==> src/rtl/core/accel_tilt_angles_fixed_point_defines.svh <==
// Assertion macros shared by the tilt angle modules.
`ifndef ACCEL_TILT_ANGLES_FIXED_POINT_DEFINES_SVH
`define ACCEL_TILT_ANGLES_FIXED_POINT_DEFINES_SVH

// Implication checked on every rising edge outside reset.
`define ATA_ASSERT_IMP(label, clk, rst_n, ante, cons, msg) \
  label: assert property (@(posedge clk) disable iff (!rst_n) (ante) |-> (cons)) \
    else $error(msg);

// Next-cycle implication checked on every rising edge outside reset.
`define ATA_ASSERT_NXT(label, clk, rst_n, ante, cons, msg) \
  label: assert property (@(posedge clk) disable iff (!rst_n) (ante) |=> (cons)) \
    else $error(msg);

`endif

==> src/rtl/core/ata_pkg.sv <==
`timescale 1ns / 1ps
package ata_pkg;
  localparam int InW   = 16;
  localparam int PitchW = 15;
  localparam int RollW  = 16;
  // Angle constants in radians x 10000.
  localparam logic signed [17:0] HalfPi    = 18'sd15708;
  localparam logic signed [17:0] Pi        = 18'sd31416;
  localparam logic [12:0]        QuarterPi = 13'd7854;
  localparam logic [11:0]        Slope     = 12'd2730;
  localparam logic [13:0]        Unit      = 14'd10000;
  localparam logic [26:0]        RecipNum  = 27'd100000000;
  localparam logic [12:0]        DegScale  = 13'd5729;
endpackage

==> src/rtl/core/accel_tilt_angles_fixed_point.sv <==
`timescale 1ns / 1ps
// Channel   Handshake              Payload
// input     start, busy            in_accel_x, in_accel_y, in_accel_z
// result    out_valid (one cycle)  out_pitch_centideg, out_roll_centideg
// One transaction keeps busy high through a square root, then per angle up to
// five passes through the shared 29-bit serial divider (ratio, reciprocal, two
// polynomial steps, scaling).
// busy is high from the accepting edge until the result strobe.
// Reset clears the sequencer; the result ports then hold no valid data.
// The receiver cannot stall; each result is shown for exactly one cycle.
module accel_tilt_angles_fixed_point (
  input  logic                         clk,
  input  logic                         rst_n,
  input  logic                         start,
  output logic                         busy,
  input  logic signed [ata_pkg::InW-1:0]    in_accel_x,
  input  logic signed [ata_pkg::InW-1:0]    in_accel_y,
  input  logic signed [ata_pkg::InW-1:0]    in_accel_z,
  output logic                         out_valid,
  output logic signed [ata_pkg::PitchW-1:0] out_pitch_centideg,
  output logic signed [ata_pkg::RollW-1:0]  out_roll_centideg
);
  import ata_pkg::*;
  `include "accel_tilt_angles_fixed_point_defines.svh"

  typedef enum logic [3:0] {
    S_IDLE, S_SQ, S_SQRT, S_SETUP, S_RATIO, S_RECIP, S_POLY, S_ANGLE,
    S_DEG, S_NEXT, S_OUT
  } state_t;

  state_t state_r;
  logic signed [16:0] y_r, x_r;        // current atan2 operands
  logic signed [15:0] ay_r, az_r;
  logic               second_r;        // 0: pitch, 1: roll
  logic [31:0]        sq_r;
  logic               sq_ph_r;
  logic               neg_r, flip_r;
  logic [27:0]        m_r;
  logic signed [18:0] ang_r;
  logic [1:0]         ph_r;
  logic signed [PitchW-1:0] pitch_r;
  logic signed [RollW-1:0]  roll_r;
  logic               valid_r;

  // Shared divider.
  logic        dv_start, dv_done, sr_start, sr_done;
  logic [28:0] dv_a, dv_b, dv_q;
  logic [15:0] root;

  ata_sqrt u_sqrt (.clk, .rst_n, .start(sr_start), .radicand(sq_r),
                   .done(sr_done), .root(root));
  ata_div u_div (.clk, .rst_n, .start(dv_start), .dividend(dv_a),
                 .divisor(dv_b), .done(dv_done), .quotient(dv_q));

  // Magnitudes of the operands.
  logic [16:0] ymag, xmag;
  logic [16:0] absy, absz;
  logic [29:0] prod;
  logic signed [32:0] degp;
  logic [13:0] mm;
  assign ymag = y_r[16] ? 17'(-y_r) : 17'(y_r);
  assign xmag = x_r[16] ? 17'(-x_r) : 17'(x_r);
  assign absy = ay_r[15] ? 17'(-{ay_r[15], ay_r}) : {1'b0, ay_r};
  assign absz = az_r[15] ? 17'(-{az_r[15], az_r}) : {1'b0, az_r};
  assign mm   = m_r[13:0];
  // Poly steps: slope term, then product; both single multipliers.
  assign prod = (ph_r == 2'd0) ? 30'(Slope) * (30'(Unit) - 30'(mm))
                               : 30'(mm) * (30'(QuarterPi) + 30'(m_r[27:14]));
  assign degp = 33'(ang_r) * 33'(signed'({1'b0, DegScale}));

  always_comb begin
    sr_start = (state_r == S_SQRT) && sq_ph_r;
    dv_start = 1'b0;
    dv_a = '0;
    dv_b = 29'd1;
    unique case (state_r)
      S_SETUP: begin
        dv_start = (x_r != '0);
        dv_a = 29'(ymag) * 29'(Unit);
        dv_b = 29'(xmag);
      end
      S_RATIO: begin
        dv_start = dv_done && (dv_q > 29'(Unit));
        dv_a = 29'(RecipNum);
        dv_b = dv_q;
      end
      S_POLY: begin
        dv_start = (ph_r == 2'd0) || (ph_r == 2'd2);
        dv_a = 29'(prod);
        dv_b = 29'(Unit);
      end
      S_DEG: begin
        dv_start = (ph_r == 2'd0);
        dv_a = degp[32] ? 29'(-degp) : 29'(degp);
        dv_b = 29'(Unit);
      end
      default: ;
    endcase
  end

  // Sequencer and its registers.
  always_ff @(posedge clk) begin
    if (!rst_n) begin
      state_r <= S_IDLE;
      valid_r <= 1'b0;
      ph_r    <= '0;
      sq_ph_r <= 1'b0;
    end else begin
      valid_r <= 1'b0;
      unique case (state_r)
        S_IDLE: if (start) begin
          y_r <= 17'(in_accel_x);
          ay_r <= in_accel_y;
          az_r <= in_accel_z;
          second_r <= 1'b0;
          sq_ph_r <= 1'b0;
          state_r <= S_SQ;
        end
        S_SQ: begin
          // Squares of y and z, one per cycle.
          if (!sq_ph_r) begin
            sq_r <= 32'(absy) * 32'(absy);
            sq_ph_r <= 1'b1;
          end else begin
            sq_r <= sq_r + 32'(absz) * 32'(absz);
            state_r <= S_SQRT;
          end
        end
        S_SQRT: begin
          // The root is started once, in the first cycle of this state.
          sq_ph_r <= 1'b0;
          if (sr_done) begin
            x_r <= {1'b0, root};
            state_r <= S_SETUP;
          end
        end
        S_SETUP: begin
          neg_r <= (y_r[16] != x_r[16]) && (y_r != '0);
          flip_r <= 1'b0;
          ph_r <= '0;
          if (x_r == '0) begin
            ang_r <= y_r[16] ? 19'(-HalfPi) : (y_r == '0 ? '0 : 19'(HalfPi));
            state_r <= S_DEG;
          end else state_r <= S_RATIO;
        end
        S_RATIO: if (dv_done) begin
          if (dv_q > 29'(Unit)) begin
            flip_r <= 1'b1;
            state_r <= S_RECIP;
          end else begin
            m_r <= 28'(dv_q);
            state_r <= S_POLY;
          end
        end
        S_RECIP: if (dv_done) begin
          m_r <= 28'(dv_q);
          state_r <= S_POLY;
        end
        S_POLY: begin
          unique case (ph_r)
            2'd0: ph_r <= 2'd1;
            2'd1: if (dv_done) begin
              m_r[27:14] <= dv_q[13:0];
              ph_r <= 2'd2;
            end
            2'd2: ph_r <= 2'd3;
            default: if (dv_done) begin
              ang_r <= 19'(dv_q[15:0]);
              ph_r <= '0;
              state_r <= S_ANGLE;
            end
          endcase
        end
        S_ANGLE: begin
          // Reflect, apply sign, then move into the left half plane.
          logic signed [18:0] a;
          a = flip_r ? 19'(HalfPi) - ang_r : ang_r;
          a = neg_r ? -a : a;
          if (x_r[16]) a = y_r[16] ? a - 19'(Pi) : a + 19'(Pi);
          ang_r <= a;
          ph_r <= '0;
          state_r <= S_DEG;
        end
        S_DEG: begin
          if (ph_r == 2'd0) ph_r <= 2'd1;
          else if (dv_done) begin
            if (!second_r)
              pitch_r <= PitchW'(ang_r[18] ? -$signed({1'b0, dv_q[15:0]})
                                            : $signed({1'b0, dv_q[15:0]}));
            else
              roll_r <= RollW'(ang_r[18] ? -$signed({1'b0, dv_q[15:0]})
                                          : $signed({1'b0, dv_q[15:0]}));
            state_r <= second_r ? S_OUT : S_NEXT;
          end
        end
        S_NEXT: begin
          second_r <= 1'b1;
          y_r <= 17'(ay_r);
          x_r <= 17'(az_r);
          state_r <= S_SETUP;
        end
        S_OUT: begin
          valid_r <= 1'b1;
          state_r <= S_IDLE;
        end
        default: state_r <= S_IDLE;
      endcase
    end
  end

  assign busy = (state_r != S_IDLE);
  assign out_valid = valid_r;
  assign out_pitch_centideg = pitch_r;
  assign out_roll_centideg = roll_r;

  `ATA_ASSERT_NXT(a_accept, clk, rst_n, start && !busy, busy, "transaction not taken")
  `ATA_ASSERT_IMP(a_valid_idle, clk, rst_n, valid_r, state_r == S_IDLE, "strobe while busy")
  `ATA_ASSERT_NXT(a_one_strobe, clk, rst_n, valid_r, !valid_r, "strobe held")
endmodule

==> src/rtl/core/ata_sqrt.sv <==
`timescale 1ns / 1ps
// Bit-serial floor square root: two radicand bits per cycle.
module ata_sqrt (
  input  logic        clk,
  input  logic        rst_n,
  input  logic        start,
  input  logic [31:0] radicand,
  output logic        done,
  output logic [15:0] root
);
  import ata_pkg::*;
  `include "accel_tilt_angles_fixed_point_defines.svh"

  logic [31:0] rad_r, rad_nxt;
  logic [17:0] rem_r, rem_nxt;
  logic [15:0] root_r, root_nxt;
  logic [4:0]  cnt_r, cnt_nxt;
  logic        busy_r, busy_nxt, done_r, done_nxt;
  logic [17:0] shifted, trial;

  // One restoring step per cycle.
  always_comb begin
    shifted  = {rem_r[15:0], rad_r[31:30]};
    trial    = {root_r, 2'b01};
    rad_nxt  = rad_r;
    rem_nxt  = rem_r;
    root_nxt = root_r;
    cnt_nxt  = cnt_r;
    busy_nxt = busy_r;
    done_nxt = 1'b0;
    if (start) begin
      rad_nxt  = radicand;
      rem_nxt  = '0;
      root_nxt = '0;
      cnt_nxt  = 5'd16;
      busy_nxt = 1'b1;
    end else if (busy_r) begin
      rad_nxt = {rad_r[29:0], 2'b00};
      if (shifted >= trial) begin
        rem_nxt  = shifted - trial;
        root_nxt = {root_r[14:0], 1'b1};
      end else begin
        rem_nxt  = shifted;
        root_nxt = {root_r[14:0], 1'b0};
      end
      cnt_nxt = cnt_r - 5'd1;
      if (cnt_r == 5'd1) begin
        busy_nxt = 1'b0;
        done_nxt = 1'b1;
      end
    end
  end

  always_ff @(posedge clk) begin
    rad_r  <= rad_nxt;
    rem_r  <= rem_nxt;
    root_r <= root_nxt;
    if (!rst_n) begin
      cnt_r  <= '0;
      busy_r <= 1'b0;
      done_r <= 1'b0;
    end else begin
      cnt_r  <= cnt_nxt;
      busy_r <= busy_nxt;
      done_r <= done_nxt;
    end
  end

  assign done = done_r;
  assign root = root_r;

  `ATA_ASSERT_NXT(a_sqrt_start, clk, rst_n, start, busy_r, "sqrt did not start")
  `ATA_ASSERT_IMP(a_sqrt_done, clk, rst_n, done_r, !busy_r, "sqrt done while busy")
  `ATA_ASSERT_IMP(a_sqrt_cnt, clk, rst_n, busy_r, cnt_r != 5'd0, "sqrt count lost")
endmodule

==> src/rtl/core/ata_div.sv <==
`timescale 1ns / 1ps
// Unsigned restoring divider, one quotient bit per cycle.
module ata_div (
  input  logic        clk,
  input  logic        rst_n,
  input  logic        start,
  input  logic [28:0] dividend,
  input  logic [28:0] divisor,
  output logic        done,
  output logic [28:0] quotient
);
  import ata_pkg::*;
  `include "accel_tilt_angles_fixed_point_defines.svh"

  logic [28:0] quo_r, quo_nxt, dsr_r, dsr_nxt;
  logic [29:0] rem_r, rem_nxt, sh;
  logic [4:0]  cnt_r, cnt_nxt;
  logic        busy_r, busy_nxt, done_r, done_nxt;

  // Shift in one dividend bit and try a subtract each cycle.
  always_comb begin
    sh       = {rem_r[28:0], quo_r[28]};
    quo_nxt  = quo_r;
    dsr_nxt  = dsr_r;
    rem_nxt  = rem_r;
    cnt_nxt  = cnt_r;
    busy_nxt = busy_r;
    done_nxt = 1'b0;
    if (start) begin
      quo_nxt  = dividend;
      dsr_nxt  = divisor;
      rem_nxt  = '0;
      cnt_nxt  = 5'd29;
      busy_nxt = 1'b1;
    end else if (busy_r) begin
      if (sh >= {1'b0, dsr_r}) begin
        rem_nxt = sh - {1'b0, dsr_r};
        quo_nxt = {quo_r[27:0], 1'b1};
      end else begin
        rem_nxt = sh;
        quo_nxt = {quo_r[27:0], 1'b0};
      end
      cnt_nxt = cnt_r - 5'd1;
      if (cnt_r == 5'd1) begin
        busy_nxt = 1'b0;
        done_nxt = 1'b1;
      end
    end
  end

  always_ff @(posedge clk) begin
    quo_r <= quo_nxt;
    dsr_r <= dsr_nxt;
    rem_r <= rem_nxt;
    if (!rst_n) begin
      cnt_r  <= '0;
      busy_r <= 1'b0;
      done_r <= 1'b0;
    end else begin
      cnt_r  <= cnt_nxt;
      busy_r <= busy_nxt;
      done_r <= done_nxt;
    end
  end

  assign done     = done_r;
  assign quotient = quo_r;

  `ATA_ASSERT_NXT(a_div_start, clk, rst_n, start, busy_r, "divider did not start")
  `ATA_ASSERT_IMP(a_div_done, clk, rst_n, done_r, !busy_r, "divider done while busy")
  `ATA_ASSERT_IMP(a_div_cnt, clk, rst_n, busy_r, cnt_r != 5'd0, "divider count lost")
endmodule

==> config.mk <==
export PLATFORM = sky130hd
export DESIGN_NAME = accel_tilt_angles_fixed_point
export DESIGN_NICKNAME = d
export VERILOG_FILES = /design/src/rtl/core/ata_pkg.sv /design/src/rtl/core/accel_tilt_angles_fixed_point.sv /design/src/rtl/core/ata_sqrt.sv /design/src/rtl/core/ata_div.sv
export VERILOG_INCLUDE_DIRS = /design/src /design/src/rtl/core
export SDC_FILE = /design/constraint.sdc
export NUM_CORES = 2
export LEC_CHECK = 0
export ABC_AREA = 1
export BUFFER_PORTS_ARGS = -buffer_cell sky130_fd_sc_hd__buf_2
export CORE_UTILIZATION = 40
export CTS_CLUSTER_SIZE = 12
export DETAILED_ROUTE_END_ITERATION = 10
export PLACE_DENSITY = 0.6
export SYNTH_ARGS = -nofsm -noshare
export SYNTH_HDL_FRONTEND = slang
export SYNTH_SLANG_ARGS = --single-unit
export TNS_END_PERCENT = 1
==> constraint.sdc <==
create_clock -name clk -period 6.7 [get_ports clk]
set_clock_uncertainty 0.15 [all_clocks]
set_input_delay 0.335 -clock clk [delete_from_list [all_inputs] [get_ports clk]]
set_output_delay 0.335 -clock clk [all_outputs]
set_load 0.005 [all_outputs]
; ---- Word level (Yosys, flattened, before mapping)
; Index checks and enable logic that the tools add are counted.
[word_totals]
register_bits = 352
input_bits = 51
output_inout_bits = 33
wordCells = 212
[classes]
n_addsub = 17
n_mul = 6
magnitude_cmp = 3
n_eq_ne = 31
muxes = 77
bitwise = 5
n_reduce_logical = 42
[op_table]
columns = cell, count
row1 = $mux 19, 8
row2 = $mux 29, 5
row3 = $pmux 29 s4, 1
row4 = $mux 17, 6
row5 = $mux 32, 3
row6 = $pmux 29 s3, 1
row7 = $mux 28, 3
row8 = $neg 17->17, 4
row9 = $pmux 17 s2, 2
row10 = $mul 17x17->32, 2
row11 = $pmux 19 s3, 1
row12 = $mux 14, 3
row13 = $pmux 14 s3, 1
row14 = $mux 4, 10
row15 = $pmux 4 s10, 1
row16 = $logic_not 17->1, 2
row17 = $reduce_bool 17->1, 2
row18 = $mul 19x14->33 const B, 1
row19 = $add 32x32->32, 1
row20 = $mux 16, 2
row21 = $ge 30x29->1, 1
row22 = $mul 11x30->28 const A, 1
row23 = $gt 29x14->1 const B, 1
row24 = $mul 14x15->29, 1
row25 = other kinds (49), 118

; ---- Depth between registers and ports, before layout
[depth]
ltp_word = 8
ltp_mapped = 41
depth_no_buf = 40

; ---- Modules after synthesis
; Synthesis repeated with hierarchy kept, for this count alone.
[hier_totals]
cells_unflattened = 7484
hier_area_um2 = 57646.5
[modules_own_cells]
columns = module, instances, cells_per_inst, area_per_inst_um2, seq_area_each_um2
row1 = accel_tilt_angles_fixed_point, 1, 6067, 47529.3, 5505.3
row2 = ata_div, 1, 875, 6003.3, 2462.4
row3 = ata_sqrt, 1, 542, 4113.9, 1741.7

; ---- Worst setup path after synthesis
; OpenSTA, ideal clock, no wires.
[synth_timing]
kind = register to register
start = reg ay_r[0]
end = reg sq_r[30], data pin
setup_time_ps = 258
t_arrival_ps = 6933
t_required_ps = 6292
path_slack_ps = -641
stages_incl_launch_ff = 37
n_path_buf = 1
synth_period_minus_slack_ps = 7341
cell_sequence = edfxtp_1 inv_1 clkbuf_1 ha_1 inv_1 nor3_1 inv_1 nor2_1 a21oi_1 inv_1 o21ai_0 or2_2 nand2_2 clkinv_1 nor2_1 fa_1 fa_1 fa_1 fa_1 inv_1 fa_1 inv_1 fa_1 ha_1 nand2_1 inv_1 nand2_1 nor3_1 nand3_1 nand3_1 nand2_1 inv_1 nor2_1 o21bai_1 a21oi_1 o21ai_0 nand2_1
[synth_via]
elab_chain_cells = 4
[synth_lines]
columns = item, line_no
row1 = from (decl), accel_tilt_angles_fixed_point.sv:33  ; logic signed [15:0] ay_r, az_r;
row2 = from (signal assigned), accel_tilt_angles_fixed_point.sv:113  ; ay_r <= in_accel_y;
row3 = $neg 17->17, accel_tilt_angles_fixed_point.sv:63  ; assign absy = ay_r[15] ? 17'(-{ay_r[15], ay_r}) : {1'b0, ay_r};
row4 = $mux 17 *, accel_tilt_angles_fixed_point.sv:63
row5 = $mul 17x17->32 *, accel_tilt_angles_fixed_point.sv:122  ; sq_r <= 32'(absy) * 32'(absy);
row6 = $mux 32 *, accel_tilt_angles_fixed_point.sv:121  ; if (!sq_ph_r) begin
row7 = to (signal assigned), accel_tilt_angles_fixed_point.sv:122
row8 = to (signal assigned), accel_tilt_angles_fixed_point.sv:125  ; sq_r <= sq_r + 32'(absz) * 32'(absz);
row9 = to (decl), accel_tilt_angles_fixed_point.sv:35  ; logic [31:0] sq_r;
; Every way passes the cells marked *; elsewhere a longest branch is shown, timed or not.
; A chain may end at the register's enable or synchronous reset.

; ---- Final worst setup path
[layout_timing]
start = reg az_r[2]
end = reg sq_r[30], data pin
[layout_via]
elab_chain_cells = 5
[layout_lines]
columns = item, line_no
row1 = from (decl), accel_tilt_angles_fixed_point.sv:33
row2 = from (signal assigned), accel_tilt_angles_fixed_point.sv:114  ; az_r <= in_accel_z;
row3 = $neg 17->17, accel_tilt_angles_fixed_point.sv:64  ; assign absz = az_r[15] ? 17'(-{az_r[15], az_r}) : {1'b0, az_r};
row4 = $mux 17 *, accel_tilt_angles_fixed_point.sv:64
row5 = $mul 17x17->32 *, accel_tilt_angles_fixed_point.sv:125
row6 = $add 32x32->32 *, accel_tilt_angles_fixed_point.sv:125
row7 = $mux 32 *, accel_tilt_angles_fixed_point.sv:121
; Marks and branches as above.

==> results.md <==
- Status: finished with violations
- Failing checks: negative setup slack
- CP bufs+invs: 12
- HP Class: in2reg
- Final std cells w/o fill: 9436
- H-Tree Depth: 2
- DRC: 0
- Yosys top cell by area: fa_1
- Hold Violations, Final: 0
- XOR/XNOR Fraction of Synth Area: 2.98%
- Gr usage total: approximately a quarter
- Mux share of post-synthesis cell area: 0.0384%
- Slowest CP cell: fa_1
- Number of diodes: 0
- CP Data Arrival Time: ~7.4 ns
- Number of fill cells in the layout: around 13000
- Detailed Routing Iterations Pass 1: 8
- Synth top area cells: fa_1, edfxtp_1, ha_1, inv_1, nand2_1
- Routed WL: 160 mm
- Area Overhead vs Synth: 18.9%
- Initial core utilization: between 40% and 50%
- Synth top area share: a little over a quarter
- Average size of a mapped cell: between 8 and 9 sq um
- Clock Path Buffers: 3
- Worst Setup End Kind: register
- Setup CP Type: reg2reg
- Wirelength per Cell: between 15 and 20 um
- CORE AREA: around 0.14 sq mm
- Setup ws final: -0.437 ns
- Slew HR: between 20% and 30%
- Num rows: ~140
- Seq. cell area: just under 0.01 sq mm
- Synth unique cells: 70
- DP HPWL: 136 mm
- Count of pins over their slew limit: 0
- Clock transition at the registers of the reported paths: ~0.060 ns
- Max-Cap Viols: 0
- Final Critical Period: around 7.1 ns
- CTS tree: done
- Post-route clock period utilization: 107%
- DR top layer: met5
- Tightest Pin Transition: roughly 1.2 ns
- Simple-Gate Fraction of Synth Area: about 17%
- Multi-input logic area: between 0.04 and 0.05 sq mm
- Via density: around 5.0
- Placed Cells: approximately 9000
- Number of CTS-inserted buffers: 45
- CP top delay family: adder cells
- Vias in the first global route: 48700
- Met2 WL post-DR: 77.7 mm
- Max Fclk: ~140 MHz
- Commonest non-fill, non-tap cell in the layout: inv_1
- Largest net degree at the start of global routing: between 70 and 80
- Asr flop ratio synth: 0%
- #FFs+latches synth: approximately 350
- Post-Synthesis Cell Area: ~0.055 sq mm
- Main combinational cell family by area after synthesis: adder cells
- Routed wl met3: 7.15 mm
- Met1 WL: between 60 and 70 mm
- Post-Synth Adder-Cell Area: 40.5%
- Core Util, Final: between 40% and 50%
- Pre-CTS WS: -0.830 ns
- Top FF cell, synth: edfxtp_1
- Root buffer cell: clkbuf_16
- DIE AREA: 0.140 sq mm
- Clock Sinks: between 300 and 400
- Commonest cells after routing, fill and taps aside: inv_1, nand2_1, fa_1
- Die X: about 370 um
- Slowest stage delay, CP: 0.53 ns
- Via count: around 47000
- Cells after Synth: 6906
- # port buffers: 83
- First-pass GRT wire length: 259 mm
- Critical path launch point type: register
- Synth warn: 0
- CP max FO: 6
- Required @ worst endpoint: 6.94 ns
- EDFF count, synth: between 200 and 300
- Worst hold slack: a little over 0.02 ns
- Initial DRC Count: between 2000 and 3000
- Post-route ant nets: 0
- I/O pins: between 80 and 90
- RSZ-0062 raised after global routing: yes
- Seq/Total Area, Yosys: approximately 18%
- Routability Congestion: 0.950
- Global route overflow: 0
- Share of cells above drive strength 1: 15.0%
- # setup viols final: 33
- Skew-Pair Late Insertion Delay: 0.64 ns
- Nets: around 9000
- Die Height: about 370 um
- Initial antenna violation count: 5
- Synth Area in Compound Gates: 9.75%
## per-layer routing
metal / track usage, % / up-vias
li1: - / 22900
met1: 30.1 / 22700
met2: 40.4 / 1061
met3: 2.51 / 260
met4: 7.93 / 6
met5: 0 / -
## worst paths after layout
| kind | startpoint | endpoint | slack, ns | cells past startpoint |
|---|---|---|---|---|
| max | az_r[2] | sq_r[30] | -0.44 | 37 |
| min | in_accel_x[14] | y_r[14] | 0.02 | 3 |
| max reg2reg | az_r[2] | sq_r[30] | -0.44 | 37 |
| min reg2reg | u_sqrt.cnt_r[1] | u_sqrt.cnt_r[1] | 0.32 | 2 |
## cell usage after synthesis (24+ instances only)
| cell type | n |
|---|---|
| o21ai_1 | 29 |
| edfxtp_1 | 268 |
| ha_1 | 628 |
| nand2_1 | 1211 |
| inv_2 | 24 |
| buf_2 | 24 |
| inv_1 | 1646 |
| fa_1 | 730 |
| clkinv_1 | 27 |
| nand4_1 | 39 |
| clkbuf_1 | 91 |
| or2_2 | 27 |
| nor3_1 | 63 |
| xnor2_1 | 60 |
| a31oi_1 | 29 |
| o21ai_0 | 328 |
| a21oi_1 | 363 |
| o211ai_1 | 35 |
| nand3_1 | 235 |
| nor2_1 | 563 |
| dfxtp_1 | 83 |
| xor2_1 | 123 |
## worst register-to-register path: cells and delay by family (launching register included)
kind,cells,cell delay [ns]
buffers and inverters,12,1.04
adder cells (fa/ha/maj),7,3.27
flip-flops,1,0.42
AO/OA/AOI/OAI,3,0.38
AND/OR/NAND/NOR,14,1.33
XOR/XNOR,1,0.27
## sequential cells by signal, indices dropped and copies added, names as in the netlist, 17 cells and up
register,flops
ang_r,19
m_r,28
sq_r,32
u_div.dsr_r,29
u_div.quotient,29
u_div.rem_r,29
u_sqrt.rad_r,32
x_r,17
## cell type report
| class | instances | area share (%) |
|---|---|---|
| Multi-Input combinational cell | 4805 | 61.7 |
| Sequential cell | 351 | 14.7 |
| Inverter | 1698 | 9.73 |
| Timing Repair Buffer | 707 | 8.08 |
| Tap cell | 1794 | 3.41 |
| Clock buffer | 57 | 1.86 |
| Clock inverter | 24 | 0.450 |
## repair_timing
item                                    in CTS  in global routing
gates resized for setup                    112                172
hold buffers                                49                  0
endpoints found under the setup margin      36                 42
pin swaps                                   60                132
setup buffers                                7                 26
hold endpoints to repair                    59                  0
## logic make-up after synthesis
kind of cell,count (synthesis)
simple gates,2228
buf+inv,1823
fa+ha+maj,1358
compound gates,956
flops,351
xor+xnor,186
other cells,2
mux,2
## through the flow
stage	instance area [sq um]	TNS, ns
global placement	62600	-10.53
finish	65900	-8.89
detailed placement	62600	-12.87
global route	65900	-19.83
CTS	65100	-6.18
floorplan	56400	-0.166
Power is not shown: default switching activity piles up to over one toggle a cycle in this logic, so the estimate is an artifact.
